==> src/rtl/lion_pkg.sv <==
`timescale 1ns / 1ps

package lion_pkg;

   localparam int COEF_W    = 17;
   localparam int DATA_W    = 32;
   localparam int FRAC_W    = 16;
   localparam int PROD_W    = 50;
   localparam int ACC_W     = PROD_W - FRAC_W;
   localparam int STAGES    = 5;
   localparam int CSR_IDX_W = 3;

   localparam logic [COEF_W-1:0] Q_ONE = COEF_W'(1 << FRAC_W);

   typedef enum logic [CSR_IDX_W-1:0] {
      CSR_BETA_ONE      = 3'd0,
      CSR_BETA_TWO      = 3'd1,
      CSR_LEARNING_RATE = 3'd2,
      CSR_DECAY         = 3'd3,
      CSR_FIRST_STEP    = 3'd4
   } csr_index_type;

   typedef struct packed {
      logic [COEF_W-1:0] beta_one;
      logic [COEF_W-1:0] beta_one_c;
      logic [COEF_W-1:0] beta_two;
      logic [COEF_W-1:0] beta_two_c;
      logic [COEF_W-1:0] learning_rate;
      logic [COEF_W-1:0] decay;
      logic              decay_en;
      logic              first_step;
   } lion_coef_type;

   typedef struct packed {
      logic [STAGES-1:0] load;
      logic [STAGES-1:0] valid;
   } lion_stage_ctl_type;

endpackage

==> src/rtl/lion_csr.sv <==
`timescale 1ns / 1ps

module lion_csr import lion_pkg::*; (
   input  logic                 clock,
   input  logic                 reset,
   input  logic                 csr_write_enable,
   input  logic [CSR_IDX_W-1:0] csr_index,
   input  logic [COEF_W-1:0]    csr_write_data,
   output lion_coef_type        coef
);

   localparam logic [COEF_W-1:0] BETA_ONE_RST = COEF_W'(58982);
   localparam logic [COEF_W-1:0] BETA_TWO_RST = COEF_W'(65209);
   localparam logic [COEF_W-1:0] LR_RST       = COEF_W'(7);

   logic [COEF_W-1:0] beta_one_ff, beta_one_in;
   logic [COEF_W-1:0] beta_two_ff, beta_two_in;
   logic [COEF_W-1:0] lr_ff, lr_in;
   logic [COEF_W-1:0] decay_ff, decay_in;
   logic              first_step_ff, first_step_in;
   logic [COEF_W-1:0] wdata_clamped;

   // limit to one
   assign wdata_clamped = (csr_write_data > Q_ONE) ? Q_ONE : csr_write_data;

   always_comb begin
      beta_one_in   = beta_one_ff;
      beta_two_in   = beta_two_ff;
      lr_in         = lr_ff;
      decay_in      = decay_ff;
      first_step_in = first_step_ff;
      if (csr_write_enable) begin
         unique case (csr_index)
            CSR_BETA_ONE:      beta_one_in   = wdata_clamped;
            CSR_BETA_TWO:      beta_two_in   = wdata_clamped;
            CSR_LEARNING_RATE: lr_in         = wdata_clamped;
            CSR_DECAY:         decay_in      = wdata_clamped;
            CSR_FIRST_STEP:    first_step_in = csr_write_data[0];
            default: ;
         endcase
      end
   end

   always_ff @(posedge clock) begin
      if (reset) begin
         beta_one_ff   <= BETA_ONE_RST;
         beta_two_ff   <= BETA_TWO_RST;
         lr_ff         <= LR_RST;
         decay_ff      <= '0;
         first_step_ff <= 1'b1;
      end else begin
         beta_one_ff   <= beta_one_in;
         beta_two_ff   <= beta_two_in;
         lr_ff         <= lr_in;
         decay_ff      <= decay_in;
         first_step_ff <= first_step_in;
      end
   end

   assign coef.beta_one      = beta_one_ff;
   assign coef.beta_one_c    = Q_ONE - beta_one_ff;
   assign coef.beta_two      = beta_two_ff;
   assign coef.beta_two_c    = Q_ONE - beta_two_ff;
   assign coef.learning_rate = lr_ff;
   assign coef.decay         = decay_ff;
   assign coef.decay_en      = |decay_ff;
   assign coef.first_step    = first_step_ff;

endmodule

==> config.mk <==
export PLATFORM = sky130hd
export DESIGN_NAME = lion_csr
export DESIGN_NICKNAME = d
export VERILOG_FILES = /design/src/rtl/lion_pkg.sv /design/src/rtl/lion_csr.sv
export SDC_FILE = /design/constraint.sdc
export NUM_CORES = 1
export LEC_CHECK = 0
export BUFFER_PORTS_ARGS = -buffer_cell sky130_fd_sc_hd__buf_2
export CORE_ASPECT_RATIO = 1.2
export CORE_MARGIN = 2
export CORE_UTILIZATION = 40
export DETAILED_ROUTE_END_ITERATION = 8
export GPL_TIMING_DRIVEN = 0
export PLACE_DENSITY_LB_ADDON = 0.12
export SYNTH_ARGS = -nofsm -noshare
export SYNTH_HDL_FRONTEND = slang
export SYNTH_SLANG_ARGS = --single-unit
==> constraint.sdc <==
create_clock -name clock -period 2.75 [get_ports clock]
set_clock_uncertainty 0.05 [all_clocks]
set_input_delay 0.6875 -clock clock [delete_from_list [all_inputs] [get_ports clock]]
set_output_delay 0.6875 -clock clock [all_outputs]
set_load 0.02 [all_outputs]
# Word-level counts from Yosys, hierarchy flattened
# Cells that the tools add are included.
# W data, S select, Z words.
# totals
reg_bits,69
inputBits,23
output_inout_bits,104
wordCells,20
# op_classes
n_addsub,2
order_cmp,1
n_eq_ne,4
mux,1
reduce_logical,7
# ops
cell,count
$sub A17 B17 Y17 const A,2
$gt A17 B17 Y1 const B,1
$mux W17,1
$reduce_or A17 Y1,1
$reduce_and A2 Y1,5
$eq A3 B2 Y1 const B,2
$eq A3 B1 Y1 const B,1
$eq A3 B3 Y1 const B,1
$logic_not A3 Y1,1

# Logic depth before layout (Yosys ltp)
# Gate-level depths: netlist (run 1).
# depth
ltp_word,2
mapped_depth,7
mapped_depth_nobuf,6

# Worst setup path after synthesis (run 1)
# Ideal clock, no wire load.
# synth_path
path_type,reg-to-output
start,register beta_two_ff[5]
end,output coef[52] in the netlist's numbering
t_arrival_ps,2118
t_required_ps,2013
setup_slack_ps,-105
stages_incl_launch_ff,6
path_cell_list,dfxtp_1 -> or4_1 -> buf_2 -> or4_4 -> nor3_2 -> xor2_1
# synth_rtl
item,line,text
from (decl),lion_csr.sv:17,"logic [COEF_W-1:0] beta_two_ff, beta_two_in;"
from (signal assigned),lion_csr.sv:53,beta_two_ff <= beta_two_in;
to (decl),lion_csr.sv:9,output lion_coef_type coef

==> impl_metrics.yaml, run 1 <==
run_status:
  run_status: "finished, violations left"
  failed_checks: "negative setup slack"
pwr:
  p_switching_uw: 558
  p_seq_share_pct: 49.7
  ir_drop_mv: 0.376
  power_mw: 2.10
  clockPowerShare_pct: 38.5
  internal-power_mw: 1.54
  p_comb_share_pct: 11.9
  sw_frac_of_total_pct: 26.6
  cellLeakagePower_nw: 1.76
  p_per_area_nw_per_um2: 484
logic_synthesis:
  synth.most_common_cell: "nand2_1"
  synth_common_cells: "nand2_1 (107), dfxtp_1 (69), a21oi_1 (68)"
  netlist_instances: 412
  yosys_warnings: 0
  netlist_area_um2: 3150
  synth_edf_count: 0
  ys.flop_type: "dfxtp_1"
  syn_area_per_cell_um2: 7.66
  yosys-top-cells-area: "dfxtp_1 (44%), nand2_1 (13%), a21oi_1 (11%)"
  syn_nets: 437
  synth_seq_area_share_pct: 43.8
  async_reset_ff_share_pct: 0
  synth_largest_area_cell: "dfxtp_1"
  synth_top_area_share_pct: 43.8
  ys_types: 32
  synth-seq-cells: 69
floorplan:
  num_io_pins: 127
  core_um2: 7660
  initial_core_util_pct: 41.2
  die_area_um2: 8610
  die_y_um: 101
  die_w_um: 85.1
  core.rowCount: 35
clock_network:
  cts.htree.levels: 3
  clock-sinks: 69
  clk_pin_slew_ps: 70
  holdBufCountCts: 0
  tritoncts: "yes"
  cts-buffers-inserted: 9
  clock_path_buffers: 2
  cts_root_buffer: "clkbuf_8"
  clk_latency_ps: 340
placement:
  place_inst: 628
  io_buffers: 124
  postPlaceCellArea_um2: 3910
  place.gp.congestion: 0.800
  hpwl_um: 7410
sta:
  min_period_over_period_pct: 107
  drv_slew: 0
  tightestPinTransition_ps: 653
  rsz0062_at_grt: "true"
  min_period_ps: 2950
  setup_slack_ps: -204
  setup_viol: 4
  max_freq_mhz: 338
  relSlewSlack_pct: 56.4
  hold_viol: 0
cells_and_area:
  final_cell_area_um2: 4340
  drive_above_1_share_pct: 31.6
  fill_cells: 749
  area_delta_synth_final_pct: 37.6
  antenna_cells: 0
  finalNonFillerCells: 658
  finalNetCount: 586
worst_setup_path:
  cp.required_ps: 2010
  arrival_ps: 2220
  end_kind: "output port"
  r2r_start: "beta_two_ff[9]"
  crit_start: "beta_two_ff[11]"
  worstSetupPathType: "reg2out"
  start_kind: "flip-flop"
  cp_max_fo: 4
routing:
  wire_per_inst_um: 15.2
  drc: 0
  wirelength_um: 10000
  dr.pass1.iters: 4
  first_iter_violations: 125
  antenna_left: 0
  num_vias: 3349
  viasPerCell: 5.09
hold_path:
  hold_class: "reg2reg"
  worstHoldStart: "lr_ff[8]"
job:
  cap_violations: 0
global_route:
  antenna_found_initial: 0
  grt_pass1_wl_um: 15600
  grt_overflow: 0
  first_global_vias: 3176
  gr-usage-all-layers_pct: 23.0
  grt_max_degree: 12
[final timing paths]
| path | to | slack (ps) | cells after the start |
|---|---|---|---|
| setup / recovery | coef[52] | -200 | 5 |
| hold reg to reg | lr_ff[8] | 410 | 2 |
| hold / removal | lr_ff[8] | 410 | 2 |
| setup reg to reg | beta_two_ff[9] | 1770 | 3 |
[worst max-delay path, stage by stage, from the launching register on]
cell	delay, ps
dfxtp_4	350
or4_4	530
or4_4	540
nor3_4	170
xor2_2	150
buf_6	130
[sequential cells by signal, indices dropped and copies added (netlist names)]
name / cells
beta_one_ff: 17
beta_two_ff: 17
decay_ff: 17
lr_ff: 17
first_step_ff: 1
[metrics by stage]
stage | setup slack [ps] | utilization (%) | setup TNS (ps) | hold slack, ps
after floorplan | 23.9 | - | 0 | 397
after detailed placement | -36.7 | 51.0 | -50.7 | 398
after global placement | -37.3 | 51.0 | -37.3 | 389
after CTS | -230 | 55.6 | -642 | 410
after global routing | -261 | 56.6 | -745 | 423
final | -204 | 56.6 | -427 | 411
[metal layers]
metal / track usage (%) / routed length, um / vias up
li1: - / - / 1668
met1: 26.8 / 4040 / 1555
met2: 39.9 / 5010 / 105
met3: 5.30 / 669 / 21
met4: 11.0 / 293 / 0
met5: 0 / 0 / -
[power groups by stage]
| stage | sequential [mW] | clock [mW] | combinational (mW) |
|---|---|---|---|
| 2_1_floorplan | 1.09 | 0 | 0.120 |
| 3_3_place_gp | 1.07 | 0 | 0.236 |
| 3_5_place_dp | 1.07 | 0 | 0.238 |
| 4_1_cts | 1.04 | 0.814 | 0.245 |
| 5_1_grt | 1.05 | 0.860 | 0.270 |
| 6_report | 1.04 | 0.808 | 0.249 |
[cell usage in the layout (no fill, tap or decap), types with 5 or more instances in the layout]
cell type and n:
buf_2 118, nand2_1 107, a21oi_1 68, dfxtp_1 62
clkbuf_1 24, buf_4 23, nor2b_1 18, o21ai_0 18
xnor2_1 16, nor2_1 13, nand2b_1 11, xor2_1 10
clkbuf_8 10, nor4_1 6, nor3_1 5, dfxtp_4 5
[layout make-up]
cell class / instances / area (um^2) / share of cell area, %
Multi-Input combinational cell: 309 / 1740 / 40.2
Sequential cell: 69 / 1400 / 32.3
Timing Repair Buffer: 139 / 752 / 17.3
Clock buffer: 11 / 141 / 3.26
Buffer: 29 / 120 / 2.77
Tap cell: 92 / 115 / 2.65
Clock inverter: 5 / 50.0 / 1.15
Inverter: 4 / 15.0 / 0.346
[repair_timing]
item / in CTS / in global routing
resized for setup: 28 / 8
pin swaps: 8 / 8
buffers inserted: 7 / 8
setup endpoints to repair: 17 / 14
hold endpoints to repair: 0 / 0
[cells by family after synthesis]
family	Yosys count	synth area share [%]
AND/OR/NAND/NOR	190	28.7
multiplexers	1	0.317
flip-flops	69	43.8
XOR/XNOR	28	7.77
AO/OA/AOI/OAI	88	14.2
adder cells (fa/ha/maj)	2	0.793
buffers and inverters	34	4.44
No activity file was read; power rests on OpenSTA's default activity.
==> run 2, diff against run 1 <==
- CORE_UTILIZATION: 40 -> 48
==> run 2 against run 1 <==
The run still ends with negative setup slack left. Sequential cell count unchanged. Routed wire length decreased by 2.1%. Combinational power about the same. Die area decreased by 16%. Maximum frequency decreased by 1.3%. First-iteration DRC count decreased by 5.6%. Hold slack got worse by 5.0 ps. Register-to-register slack improved by 20 ps. Total power increased by 9.7%. Design area increased by 0.69%. Critical path depth increased by 1. Via count increased by 1.1%.
==> impl_metrics.yaml, run 2 (synthesis gave the netlist of run 1 again) <==
routing:
  viasPerCell: 5.23
  drc: 0
  dr.pass1.iters: 4
  wire_per_inst_um: 15.1
  num_vias: 3385
  wirelength_um: 9800
  antenna_left: 0
  first_iter_violations: 118
clock_network:
  clock-sinks: 69
  holdBufCountCts: 0
  tritoncts: "yes"
  cts-buffers-inserted: 9
  clk_pin_slew_ps: 80
  cts.htree.levels: 3
  cts_root_buffer: "clkbuf_8"
  clk_latency_ps: 340
  clock_path_buffers: 2
cells_and_area:
  multi_input_area_um2: 1750
  antenna_cells: 0
  final_cell_mix: "buf_2 (115), nand2_1 (106), a21oi_1 (68)"
  finalNetCount: 582
  seqCellArea_um2: 1400
  final_cell_area_um2: 4370
  fill_cells: 585
  mostFrequentLayoutCell: "buf_2"
  area_delta_synth_final_pct: 38.5
  drive_above_1_share_pct: 32.2
global_route:
  antenna_found_initial: 0
  grt_overflow: 0
  grt_max_degree: 13
  first_global_vias: 3150
  grt_pass1_wl_um: 15200
  gr-usage-all-layers_pct: 27.0
floorplan:
  initial_core_util_pct: 49.2
  core_um2: 6410
  num_io_pins: 127
  die_y_um: 92.8
  core.rowCount: 32
  die_area_um2: 7240
  die_w_um: 78
run_status:
  failed_checks: "negative setup slack"
  run_status: "finished, violations left"
worst_setup_path:
  endpoint: "coef[51]"
  crit_start: "beta_two_ff[6]"
  end_kind: "output port"
  ff2ff_setup_slack_ps: 1790
  cp_max_fo: 2
  arrival_ps: 2260
  worstSetupPathType: "reg2out"
  rr_endpoint: "beta_two_ff[9]"
  start_kind: "flip-flop"
  r2r_cells: 3
  cp.required_ps: 2010
  r2r_start: "beta_two_ff[9]"
sta:
  setup_slack_ps: -243
  finalSetupTns_ps: -499
  rsz0062_at_grt: "true"
  max_freq_mhz: 334
  setup_viol: 3
  hold_viol: 0
  drv_slew: 0
  min_period_ps: 2990
  min_period_over_period_pct: 109
  tightestPinTransition_ps: 632
  relSlewSlack_pct: 57.8
pwr:
  cellLeakagePower_nw: 1.75
  ir_drop_mv: 0.456
  p_per_area_nw_per_um2: 527
hold_path:
  hold_class: "reg2reg"
placement:
  postPlaceCellArea_um2: 3900
  place.gp.congestion: 0.912
  hpwl_um: 7210
  io_buffers: 124
job:
  cap_violations: 0
==> run 2: changes by cell type in the layout (fill, tap and decap cells not counted), sizes merged <==
cell      before  now
clkinv         4    1
buf          145  141
bufinv         1    3
clkbuf        34   33
clkinvlp       0    2
==> run 2: where the power goes <==
group | internal [mW] | total (mW) | switching, mW
Combinational | 0.0856 | 0.247 | 0.161
Sequential | 1.02 | 1.04 | 0.0255
Clock | 0.625 | 1.01 | 0.387
==> run 2: metrics by stage <==
stage          utilization, %  instances  setup slack [ps]  hold WS [ps]  total power [mW]
6_report                 68.2        647              -243           406              2.30
4_1_cts                  67.0        643              -218           410              2.31
2_1_floorplan               -        412              23.9           397              1.21
5_1_grt                  68.2        647              -295           434              2.37
3_3_place_gp             60.8        621             -23.6           390              1.30
3_5_place_dp             60.8        621             -83.9           398              1.31
==> run 2: routing by layer <==
metal | global-route usage (%) | wire [um] | up-vias | share of wire, %
met2 | 48.9 | 5000 | 113 | 51
li1 | - | - | 1663 | -
met3 | 4.00 | 534 | 20 | 5.4
met1 | 31.7 | 4030 | 1589 | 41
met5 | 0 | 0 | - | 0
met4 | 10.8 | 240 | 0 | 2.4
==> run 2: repair_timing <==
item | CTS | global route
gates cloned | 0 | 0
gates resized for setup | 27 | 16
pin swaps | 8 | 11
endpoints found under the setup margin | 16 | 15
setup buffers | 6 | 5
==> run 2: worst max-delay path, cell delays in order (launching register included) <==
cell and delay (ps):
dfxtp_4 340, or4_4 530, or4_4 530, buf_4 160
nor2_4 70, xnor2_1 120, buf_4 160
==> run 2: how the worst min path moves through the flow <==
stage / start / end / slack [ps] / cells past startpoint
2_1_floorplan: first_step_ff / first_step_ff / 400 / 2
3_3_place_gp: lr_ff[3] / lr_ff[3] / 390 / 2
3_5_place_dp: lr_ff[12] / lr_ff[12] / 400 / 2
4_1_cts: lr_ff[12] / lr_ff[12] / 410 / 2
5_1_grt: lr_ff[8] / lr_ff[8] / 430 / 2
6_report: lr_ff[8] / lr_ff[8] / 410 / 2
==> run 2: cell type report <==
class / instances / area share [%]
well taps: 85 / 2.43
inverters: 4 / 0.344
flip-flops and latches: 69 / 32.1
plain buffers: 29 / 2.75
clock buffers: 10 / 3.15
clock inverters: 6 / 2.52
multi-input cells: 309 / 40.0
repair buffers: 135 / 16.7
