==> src/rtl/lion_pkg.sv <==
`timescale 1ns / 1ps

package lion_pkg;

   localparam int COEF_W    = 17;
   localparam int DATA_W    = 32;
   localparam int FRAC_W    = 16;
   localparam int PROD_W    = 50;
   localparam int ACC_W     = PROD_W - FRAC_W;
   localparam int STAGES    = 5;
   localparam int CSR_IDX_W = 3;

   localparam logic [COEF_W-1:0] Q_ONE = COEF_W'(1 << FRAC_W);

   typedef enum logic [CSR_IDX_W-1:0] {
      CSR_BETA_ONE      = 3'd0,
      CSR_BETA_TWO      = 3'd1,
      CSR_LEARNING_RATE = 3'd2,
      CSR_DECAY         = 3'd3,
      CSR_FIRST_STEP    = 3'd4
   } csr_index_type;

   typedef struct packed {
      logic [COEF_W-1:0] beta_one;
      logic [COEF_W-1:0] beta_one_c;
      logic [COEF_W-1:0] beta_two;
      logic [COEF_W-1:0] beta_two_c;
      logic [COEF_W-1:0] learning_rate;
      logic [COEF_W-1:0] decay;
      logic              decay_en;
      logic              first_step;
   } lion_coef_type;

   typedef struct packed {
      logic [STAGES-1:0] load;
      logic [STAGES-1:0] valid;
   } lion_stage_ctl_type;

endpackage

==> src/rtl/lion_flow.sv <==
`timescale 1ns / 1ps

module lion_flow import lion_pkg::*; (
   input  logic               clock,
   input  logic               reset,
   input  logic               req_valid,
   output logic               req_ready,
   output logic               rsp_valid,
   input  logic               rsp_ready,
   output lion_stage_ctl_type ctl
);

   logic [STAGES-1:0] valid_ff, valid_in;
   logic [STAGES-1:0] load;

   always_comb begin
      load[STAGES-1] = !valid_ff[STAGES-1] || rsp_ready;
      for (int k = STAGES - 2; k >= 0; k--) begin
         load[k] = !valid_ff[k] || load[k+1];
      end
   end

   always_comb begin
      valid_in = valid_ff;
      if (load[0]) begin
         valid_in[0] = req_valid;
      end
      for (int k = 1; k < STAGES; k++) begin
         if (load[k]) begin
            valid_in[k] = valid_ff[k-1];
         end
      end
   end

   always_ff @(posedge clock) begin
      if (reset) begin
         valid_ff <= '0;
      end else begin
         valid_ff <= valid_in;
      end
   end

   assign req_ready = load[0];
   assign rsp_valid = valid_ff[STAGES-1];
   assign ctl.load  = load;
   assign ctl.valid = valid_ff;

endmodule

==> config.mk <==
export PLATFORM = sky130hd
export DESIGN_NAME = lion_flow
export DESIGN_NICKNAME = d
export VERILOG_FILES = /design/src/rtl/lion_pkg.sv /design/src/rtl/lion_flow.sv
export SDC_FILE = /design/constraint.sdc
export NUM_CORES = 1
export LEC_CHECK = 0
export BUFFER_PORTS_ARGS = -buffer_cell sky130_fd_sc_hd__buf_4
export CAP_MARGIN = 20
export CORE_AREA = 3 3 40 42
export CTS_BUF_LIST = sky130_fd_sc_hd__clkbuf_8
export DETAILED_ROUTE_END_ITERATION = 6
export DIE_AREA = 0 0 43 45
export GPL_ROUTABILITY_DRIVEN = 0
export SLEW_MARGIN = 25
export SYNTH_ARGS = -nofsm -noshare
export SYNTH_HDL_FRONTEND = slang
export SYNTH_SLANG_ARGS = --single-unit
==> constraint.sdc <==
create_clock -name clock -period 1.22 [get_ports clock]
set_input_delay 0.183 -clock clock [delete_from_list [all_inputs] [get_ports clock]]
set_output_delay 0.183 -clock clock [all_outputs]
set_load 0.05 [all_outputs]
# Yosys cells after proc, flatten, opt, wreduce, memory -nomap -nowiden

Index checks and enable logic that the tools add are counted.

$add $sub $neg: 0
Multipliers: 0
Div/mod/pow operators: 0
Magnitude comparators: 0
Equality and inequality tests: 0
Shift operators: 0
Muxes and demuxes: 0
Bitwise gates (word level): 0
Reductions and logical operators: 10

Operators with widths:

| kind             | count |
|---|---|
| 1-bit zero test  | 5 |
| 1-bit logical OR | 5 |

Register bits: 5
Latch bits: 0
RAM bits: 0
Bits in read-only memories: 0
Input port bits: 4
Output and inout port bits: 12
Word-level logic and storage cells: 15
Memories: 0

# Longest topological paths before layout

Gate-level depths: netlist of run 1.

Word-level depth: 6
Gate-level depth with buffers: 3
Depth with buffers taken out: 3

# Worst setup path after synthesis of run 1

No wires, ideal clock.

Kind: register to output
Start: reg valid_ff[4]
End: out ctl[5] in the netlist's numbering
Arrival: 1783 ps
Path slack: -746 ps
Cell stages (with the launch flop): 4
Path through: dfxtp_1 and4b_2 nand3_1 buf_4

Word-level cells in the longest chain between the ends: 6

RTL lines:

| element                       | RTL line        | source |
|---|---|---|
| start: declaration            | lion_flow.sv:13 | `logic [STAGES-1:0] valid_ff, valid_in;` |
| start signal: assignment      | lion_flow.sv:39 | `valid_ff <= valid_in;` |
| 1-bit zero test               | lion_flow.sv:17 | `load[STAGES-1] = !valid_ff[STAGES-1] \|\| rsp_ready;` |
| 1-bit logical OR              | lion_flow.sv:17 |  |
| 1-bit logical OR (4 in a row) | lion_flow.sv:19 | `load[k] = !valid_ff[k] \|\| load[k+1];` |
| end: declaration              | lion_flow.sv:10 | `output lion_stage_ctl_type ctl` |

Every way passes these cells.

==> results_dict.tcl, run 1 <==
set metrics [dict create \
    worstPathArrival_ns 1.11 \
    largest-register "valid_ff" \
    crit_cells 3 \
    antenna_left 0 \
    clk_pin_slew_ns 0.03 \
    cp_top_family "simple AND/OR/NAND/NOR gates" \
    yosysWarnings 0 \
    routed_wl_um 633 \
    clkPwrFrac_pct 56.3 \
    fin_cells 59 \
    endpoint_kind "primary output" \
    p_per_area_nw_per_um2 1110 \
    post-place-ws_ns 0.113 \
    seqPwrFrac_pct 33.1 \
    synth_ff_type "dfxtp_1" \
    peakVddDrop_uv 323 \
    syn_avg_cell_area_sq_um 9.44 \
    cts_tree "yes" \
    clkLatencyLatePin_ns 0.22 \
    cts_root_buf "clkbuf_8" \
    cts_buffer_depth 2 \
    path_buf_inv 1 \
    ys_types 13 \
    route.detailed.drc 0 \
    status "finished, violations left" \
    holdPathStages 2 \
    combPwrFrac_pct 10.6 \
    register_area_sq_um 114 \
    port_buffers 15 \
    overflow 0 \
    critical_path.endpoint "ctl[5]" \
    critPathMaxStageDelay_ns 0.35 \
    drive_gt1_share_pct 70.5 \
    n_antenna_cell 0 \
    die_y_um 45 \
    synth_top_cell_area_share_pct 44.2 \
    via_count 233 \
    synth_edf_count 0 \
    num_io_pins 16 \
    reg2reg_from "valid_ff[4]$_SDFFE_PP0P_" \
    synthArstFlopShare_pct 0 \
    grt_start_max_net_pins 8 \
    dieArea_sq_um 1940 \
    final.min_clock_period_ns 1.29 \
    fmax_ghz 0.773 \
    antenna_found_initial 0 \
    synth_common_cells "dfxtp_1 (5), inv_1 (4), a21oi_1 (3)" \
    violations "setup timing" \
    drt-initial-drc-count 0 \
    first_pass_iters 1 \
    initial_utilization_pct 17.6 \
    crit_chain "and4b_2 -> nand3_4 -> buf_8" \
    dp.cells 52 \
    final_util_pct 36.3 \
    worst_slew_pin_slew_ns 0.146 \
    finalSetupTns_ns -0.264 \
    hold_violations 0 \
    ys_ff_latch 5 \
    cp_data_required_time_ns 1.04 \
    cp_max_fo 4 \
    p_int_mw 0.402 \
    largestRegisters "valid_ff x5" \
    min_period_over_period_pct 106 \
    hp-class "input pin to register" \
    rr_endpoint "valid_ff[1]$_SDFFE_PP0P_" \
    fin_area_sq_um 467 \
    place_area_sq_um 369 \
    startpoint "valid_ff[4]$_SDFFE_PP0P_" \
    final_nets 49 \
    synth_area_sq_um 226 \
    critical_path_class "register to primary output" \
    synth_top_area_cell "dfxtp_1" \
    rows 13 \
    grt_use_total_pct 7.49 \
    reg2reg_depth 3 \
    htreeDepth 1 \
    swShare_pct 22.5 \
    largest_reg_flops 5 \
    syn_nets 28 \
    critPathLaunchType "register" \
    dieWidth_um 43 \
    setup_viol 4 \
    grt_pass1_vias 220 \
    setup_ws_ns -0.0731 \
    drv_slew 0 \
    synthCells 24 \
    cts_buffers 3 \
    p_leak_nw 0.201 \
    synth_area_leaders "dfxtp_1 (44%), o31ai_4 (9.4%), a21oi_1 (6.6%)" \
    yosysSeqAreaShare_pct 44.2 \
    r2r_setup_slack_ns 0.26 \
    core_sq_um 1280 \
    fill_cells 130 \
    crit_path_top_delay_cell "dfxtp_4" \
    synth_most_common_cell "dfxtp_1" \
    clock_sinks 5 \
    maxCapViolCount 0 \
    slew_headroom_pct 90.3 \
    area_growth_pct 106 \
    holdWs_ns 0.181 \
    grt_first_pass_wirelength_um 917 \
    clock_skew_ns 0.000714 \
    finalPower_mw 0.518 \
    power_switching_mw 0.117 \
    grt_setup_unrepaired "yes" \
    wl_per_cell_um 10.7 \
    multi_input_area_sq_um 105 \
    vias_per_cell 3.95 \
]
## worst reg2reg max path: stages, from the launching register on
cell and delay, ns:
dfxtp_4 0.35, and4b_2 0.28, inv_2 0.09, o31ai_4 0.15
## timing repair
action	CTS	global route
pin swaps	2	0
buffers inserted	3	0
hold buffers	0	0
gates cloned	0	0
endpoints found under the hold margin	0	0
gates resized for setup	8	0
endpoints found under the setup margin	5	5
## logic make-up (layout without fill, tap and decap cells)
family | Yosys count | after routing | share of synthesized area (%)
buffers and inverters | 7 | 27 | 14.9
flip-flops | 5 | 5 | 44.2
AND/OR/NAND/NOR | 7 | 7 | 22.1
AO/OA/AOI/OAI | 5 | 5 | 18.8
## routing by layer
metal / vias to the layer above / wire, um / global-route usage (%)
li1: 117 / - / -
met1: 106 / 230 / 5.53
met2: 10 / 336 / 12.6
met3: 0 / 65 / 5.18
met4: 0 / 0 / 7.23
met5: - / 0 / 0
## layout by cell type (no fill, tap or decap)
| cell type | netlist | layout |
|---|---|---|
| a21oi_1 | 3 | 3 |
| nand2b_1 | 1 | 1 |
| inv_2 | 1 | 1 |
| nand3b_1 | 2 | 2 |
| buf_8 | 0 | 3 |
| buf_6 | 0 | 2 |
| inv_1 | 4 | 5 |
| o31ai_4 | 1 | 1 |
| clkbuf_8 | 0 | 3 |
| dfxtp_4 | 0 | 3 |
| buf_4 | 2 | 13 |
| nand2_1 | 1 | 1 |
| o22ai_1 | 1 | 1 |
| nand3_4 | 0 | 1 |
| and4b_2 | 1 | 1 |
| or2b_2 | 1 | 1 |
| dfxtp_2 | 0 | 2 |
## power by group through the flow
stage	clock, mW	sequential, mW	combinational, mW
after floorplan	0	0.191	0.0130
after global placement	0	0.174	0.0509
after detailed placement	0	0.174	0.0513
after CTS	0.303	0.172	0.0552
after global routing	0.314	0.172	0.0580
final	0.292	0.172	0.0547
## cell type report
| cell class | instances | share of cell area [%] |
|---|---|---|
| sequential | 5 | 24.4 |
| clock inverter | 1 | 0.804 |
| timing repair buffer | 18 | 35.4 |
| tap | 15 | 4.02 |
| multi-input combinational | 12 | 22.5 |
| inverter | 5 | 4.02 |
| clock buffer | 3 | 8.85 |
## how the worst min path moves through the flow
| stage | startpoint | end |
|---|---|---|
| after global placement | reset | valid_ff[3]$_SDFFE_PP0P_ |
| after global routing | reset | valid_ff[3]$_SDFFE_PP0P_ |
| final | reset | valid_ff[3]$_SDFFE_PP0P_ |
| after CTS | reset | valid_ff[3]$_SDFFE_PP0P_ |
| after detailed placement | reset | valid_ff[3]$_SDFFE_PP0P_ |
| after floorplan | reset | valid_ff[2]$_SDFFE_PP0P_ |
(Power assumes the default switching activity.)
==> inputs of run 2 (changes only) <==
--- a/config.mk
+++ b/config.mk
@@ -5,6 +5,7 @@
 export SDC_FILE = /design/constraint.sdc
 export NUM_CORES = 1
 export LEC_CHECK = 0
+export ABC_AREA = 1
 export BUFFER_PORTS_ARGS = -buffer_cell sky130_fd_sc_hd__buf_4
 export CAP_MARGIN = 20
 export CORE_AREA = 3 3 40 42
==> results_dict.tcl, run 2 <==
set metrics [dict create \
    cts_buffers 3 \
    fmax_ghz 0.812 \
    violations "setup timing" \
    synth_most_common_cell "inv_1" \
    cp_max_fo 3 \
    htreeDepth 1 \
    clkPwrFrac_pct 57.6 \
    first_pass_iters 2 \
    worst_slew_pin_slew_ns 0.180 \
    p_int_mw 0.399 \
    status "finished, violations left" \
    ys_ff_latch 5 \
    overflow 0 \
    yosysWarnings 0 \
    dp.cells 52 \
    yosysSeqAreaShare_pct 50.0 \
    largest_reg_flops 5 \
    synthArstFlopShare_pct 0 \
    area_growth_pct 119 \
    dieWidth_um 43 \
    endpoint_kind "primary output" \
    r2r_setup_slack_ns 0.23 \
    fill_cells 143 \
    p_per_area_nw_per_um2 1180 \
    worstPathArrival_ns 1.05 \
    setup_viol 3 \
    antenna_found_initial 0 \
    fin_cells 60 \
    cts_root_buf "clkbuf_8" \
    num_io_pins 16 \
    reg2reg_depth 5 \
    swShare_pct 23.1 \
    clock_sinks 5 \
    grt_first_pass_wirelength_um 910 \
    hold_violations 0 \
    power_switching_mw 0.120 \
    hp-class "input pin to register" \
    ys_types 7 \
    route.detailed.drc 0 \
    finalSetupTns_ns -0.0315 \
    core_sq_um 1280 \
    grt_use_total_pct 7.25 \
    cts_buffer_depth 2 \
    grt_start_max_net_pins 6 \
    seqPwrFrac_pct 33.1 \
    drive_gt1_share_pct 62.2 \
    final_nets 50 \
    routed_wl_um 557 \
    synthCells 24 \
    synth_top_area_cell "dfxtp_1" \
    grt_pass1_vias 218 \
    synth_edf_count 0 \
    peakVddDrop_uv 487 \
    synth_common_cells "inv_1 (7), a21oi_1 (5), dfxtp_1 (5)" \
    synth_ff_type "dfxtp_1" \
    dieArea_sq_um 1940 \
    largestRegisters "valid_ff x5" \
    rows 13 \
    slew_headroom_pct 88.0 \
    synth_top_cell_area_share_pct 50.0 \
    combPwrFrac_pct 9.3 \
    cts_hold_buf 0 \
    p_leak_nw 0.195 \
    critical_path_class "register to primary output" \
    clock_skew_ns 0.00170 \
    antenna_left 0 \
    cp_data_required_time_ns 1.04 \
    syn_avg_cell_area_sq_um 8.34 \
    fin_area_sq_um 439 \
    setup_ws_ns -0.0121 \
    largest-register "valid_ff" \
    wl_per_cell_um 9.28 \
    via_count 222 \
    die_y_um 45 \
    grt_setup_unrepaired "yes" \
    post-place-ws_ns 0.139 \
    place_area_sq_um 345 \
    syn_nets 28 \
    clkLatencyLatePin_ns 0.22 \
    finalPower_mw 0.519 \
    clk_pin_slew_ns 0.04 \
    port_buffers 15 \
    final.min_clock_period_ns 1.23 \
    vias_per_cell 3.70 \
    synth_area_sq_um 200 \
    drv_slew 0 \
    synth_area_leaders "dfxtp_1 (50%), inv_1 (13%), a21oi_1 (13%)" \
    final_common_cell "buf_4" \
    drt-initial-drc-count 5 \
    cts_tree "yes" \
    dp_hpwl_um 385 \
    maxCapViolCount 0 \
    n_antenna_cell 0 \
    initial_utilization_pct 15.6 \
    layout_common_cells "buf_4 (15), inv_1 (8), a21oi_1 (5), clkbuf_8 (3), buf_6 (3)" \
    min_period_over_period_pct 101 \
    holdPathStages 2 \
    critPathLaunchType "register" \
]
run 2: logic make-up after synthesis:
logic type / count (synthesis) / share of synthesized area [%]
AOI/OAI and AO/OA: 5 / 12.5
and+or+nand+nor: 5 / 16.9
buffers and inverters: 9 / 20.6
DFF: 5 / 50.0
run 2: area by class of cell:
class / instances / area (sq um) / area share [%]
timing repair buffer: 19 / 161 / 36.8
sequential: 5 / 109 / 24.8
multi-input combinational: 10 / 78.8 / 17.9
clock buffer: 3 / 41.3 / 9.40
inverter: 7 / 26.3 / 5.98
tap: 15 / 18.8 / 4.27
clock inverter: 1 / 3.75 / 0.855
run 2: power groups by stage:
stage | logic, mW | registers, mW | clock network [mW]
after global placement | 0.0462 | 0.175 | 0
final | 0.0482 | 0.172 | 0.299
after CTS | 0.0485 | 0.172 | 0.312
after global routing | 0.0518 | 0.172 | 0.327
after floorplan | 0.0106 | 0.192 | 0
after detailed placement | 0.0466 | 0.174 | 0
run 2: path summary, 6_finish.rpt:
kind | end | from
worst max-delay path | ctl[6] | valid_ff[3]$_SDFFE_PP0P_
worst min-delay path | valid_ff[2]$_SDFFE_PP0P_ | reset
worst max register to register | valid_ff[0]$_SDFFE_PP0P_ | valid_ff[3]$_SDFFE_PP0P_
worst min register to register | valid_ff[1]$_SDFFE_PP0P_ | valid_ff[0]$_SDFFE_PP0P_
run 2: routing by layer:
layer  up-vias  share of wire (%)  track usage (%)
li1        113                  -                -
met1        93                 39             6.28
met2        14                 45             10.5
met3         2                 14             6.77
met4         0                1.8             5.42
met5         -                  0                0
run 2: stage by stage:
| stage | utilization, % | hold WS, ns |
|---|---|---|
| floorplan | - | 0.242 |
| global placement | 26.9 | 0.375 |
| detailed placement | 26.9 | 0.384 |
| CTS | 34.2 | 0.149 |
| global route | 34.2 | 0.164 |
| finish | 34.2 | 0.153 |
run 2: worst max-delay path: stages, from the launching register on:
cell and delay (ns):
dfxtp_4 0.35, nand3_4 0.08, nor2_4 0.13, nand2_1 0.10, buf_6 0.17
run 2: timing repair:
| action | in CTS | in global routing |
|---|---|---|
| setup buffers | 4 | 0 |
| setup endpoints to repair | 4 | 4 |
| resized for setup | 5 | 0 |
| hold endpoints to repair | 0 | 0 |
==> inputs of run 3 (changes only) <==
--- a/config.mk
+++ b/config.mk
@@ -5,8 +5,8 @@
 export SDC_FILE = /design/constraint.sdc
 export NUM_CORES = 1
 export LEC_CHECK = 0
-export ABC_AREA = 1
-export BUFFER_PORTS_ARGS = -buffer_cell sky130_fd_sc_hd__buf_4
+export ABC_AREA = 0
+export BUFFER_PORTS_ARGS = -buffer_cell sky130_fd_sc_hd__buf_2
 export CAP_MARGIN = 20
 export CORE_AREA = 3 3 40 42
 export CTS_BUF_LIST = sky130_fd_sc_hd__clkbuf_8
==> results_dict.tcl, run 3 (synthesized netlist as in run 1, its figures left out) <==
set metrics [dict create \
    status "finished, violations left" \
    violations "setup timing" \
    wl_per_cell_um 9.80 \
    routed_wl_um 588 \
    reg2reg_depth 4 \
    fmax_ghz 0.782 \
    largest-register "valid_ff" \
    port_buffers 15 \
    htreeDepth 1 \
    hold_violations 0 \
    setup_ws_ns -0.0586 \
    r2r_setup_slack_ns 0.16 \
    grt_pass1_vias 231 \
    cts_buffers 3 \
    finalPower_mw 0.513 \
    fin_area_sq_um 452 \
    cp_max_fo 3 \
    post-place-ws_ns 0.0878 \
    antenna_found_initial 0 \
    route.detailed.drc 0 \
    dieArea_sq_um 1940 \
    p_per_area_nw_per_um2 1140 \
    drt-initial-drc-count 0 \
    place_area_sq_um 339 \
    grt_setup_unrepaired "yes" \
    cts_tree "yes" \
    drive_gt1_share_pct 71.1 \
    fin_cells 60 \
    rows 13 \
    die_y_um 45 \
    drv_slew 0 \
    cp_data_required_time_ns 1.04 \
    via_count 233 \
    clkLatencyLatePin_ns 0.22 \
    worstPathArrival_ns 1.10 \
    area_growth_pct 99.4 \
    layout_common_cells "buf_2 (9), inv_1 (5), buf_6 (4), buf_4 (4)" \
    first_pass_iters 1 \
    peakVddDrop_uv 408 \
    setup_viol 4 \
    final_nets 50 \
    critical_path_class "register to primary output" \
    grt_use_total_pct 7.15 \
    dieWidth_um 43 \
    antenna_left 0 \
    cts_root_buf "clkbuf_8" \
    core_sq_um 1280 \
    reg2reg_from "valid_ff[4]$_SDFFE_PP0P_" \
    hp-class "input pin to register" \
    grt_start_max_net_pins 8 \
    clk_pin_slew_ns 0.04 \
    min_to "valid_ff[0]$_SDFFE_PP0P_" \
    holdPathStages 3 \
    hold_start "req_valid" \
    endpoint_kind "primary output" \
    n_antenna_cell 0 \
    critPathLaunchType "register" \
    grt_first_pass_wirelength_um 972 \
    rr_endpoint "valid_ff[1]$_SDFFE_PP0P_" \
    cts_buffer_depth 2 \
    dp.cells 53 \
    num_io_pins 16 \
    final.min_clock_period_ns 1.28 \
    slew_headroom_pct 83.5 \
    final_common_cell "buf_2" \
    largestRegisters "valid_ff x5" \
    finalSetupTns_ns -0.160 \
    maxCapViolCount 0 \
    worst_slew_pin_slew_ns 0.250 \
    clock_skew_ns 0.00261 \
    largest_reg_flops 5 \
    cts_hold_buf 0 \
    min_period_over_period_pct 105 \
    initial_utilization_pct 17.6 \
    clock_sinks 5 \
    p_leak_nw 0.203 \
    vias_per_cell 3.88 \
    overflow 0 \
]
[run 3: changes by cell type in the layout (fill, tap and decap cells not counted), sizes merged]
cell and change:
o31ai +1, a21oi -2, o22ai +1, inv -2, or2b +1, nand3b +2, nor2 -1, nand2 -1
nand2b +1, nand3 -1, and4b +1
[run 3: layout make-up]
class                           instances  area [sq um]
Tap cell                               15          18.8
Clock buffer                            3          41.3
Inverter                                5          18.8
Timing Repair Buffer                   19           150
Fill cell                             135           833
Multi-Input combinational cell         12           105
Sequential cell                         5           114
Clock inverter                          1          3.75
[run 3: critical path, cell delays in order (launching register included)]
cell and delay [ns]:
dfxtp_4 0.33, and4b_2 0.29, nand3_4 0.10, buf_8 0.16
[run 3: repair_timing]
item | CTS | global route
endpoints found under the setup margin | 5 | 6
cloned | 0 | 0
hold endpoints to repair | 0 | 0
pin swaps | 3 | 2
setup buffers | 3 | 0
gates resized for setup | 13 | 1
[run 3: metal layers]
| metal | wire [um] | track usage (%) |
|---|---|---|
| met3 | 54 | 3.59 |
| met5 | 0 | 0 |
| met4 | 0 | 5.42 |
| met1 | 243 | 7.93 |
| met2 | 290 | 10.5 |
[run 3: per-stage QoR]
step / util, % / hold slack (ns)
after floorplan: - / 0.242
after global placement: 26.4 / 0.444
after detailed placement: 26.4 / 0.451
after CTS: 34.9 / 0.223
after global routing: 35.2 / 0.235
final: 35.2 / 0.221
[run 3: where the power goes]
part	leakage, nW	internal, mW	total, mW	switching, mW
sequential	0.0438	0.165	0.171	0.00612
clock	0.0269	0.215	0.293	0.0779
combinational	0.132	0.0155	0.0482	0.0327
[run 3: worst max path at each step]
stage,start,to,slack (ns),cells past startpoint
after detailed placement,valid_ff[4]$_SDFFE_PP0P_,ctl[5],0.09,3
after CTS,valid_ff[2]$_SDFFE_PP0P_,ctl[5],-0.07,3
after global routing,valid_ff[4]$_SDFFE_PP0P_,req_ready,-0.1,3
final,valid_ff[4]$_SDFFE_PP0P_,ctl[5],-0.06,3
after floorplan,valid_ff[4]$_SDFFE_PP0P_,ctl[5],-0.11,3
after global placement,valid_ff[4]$_SDFFE_PP0P_,ctl[5],0.10,3
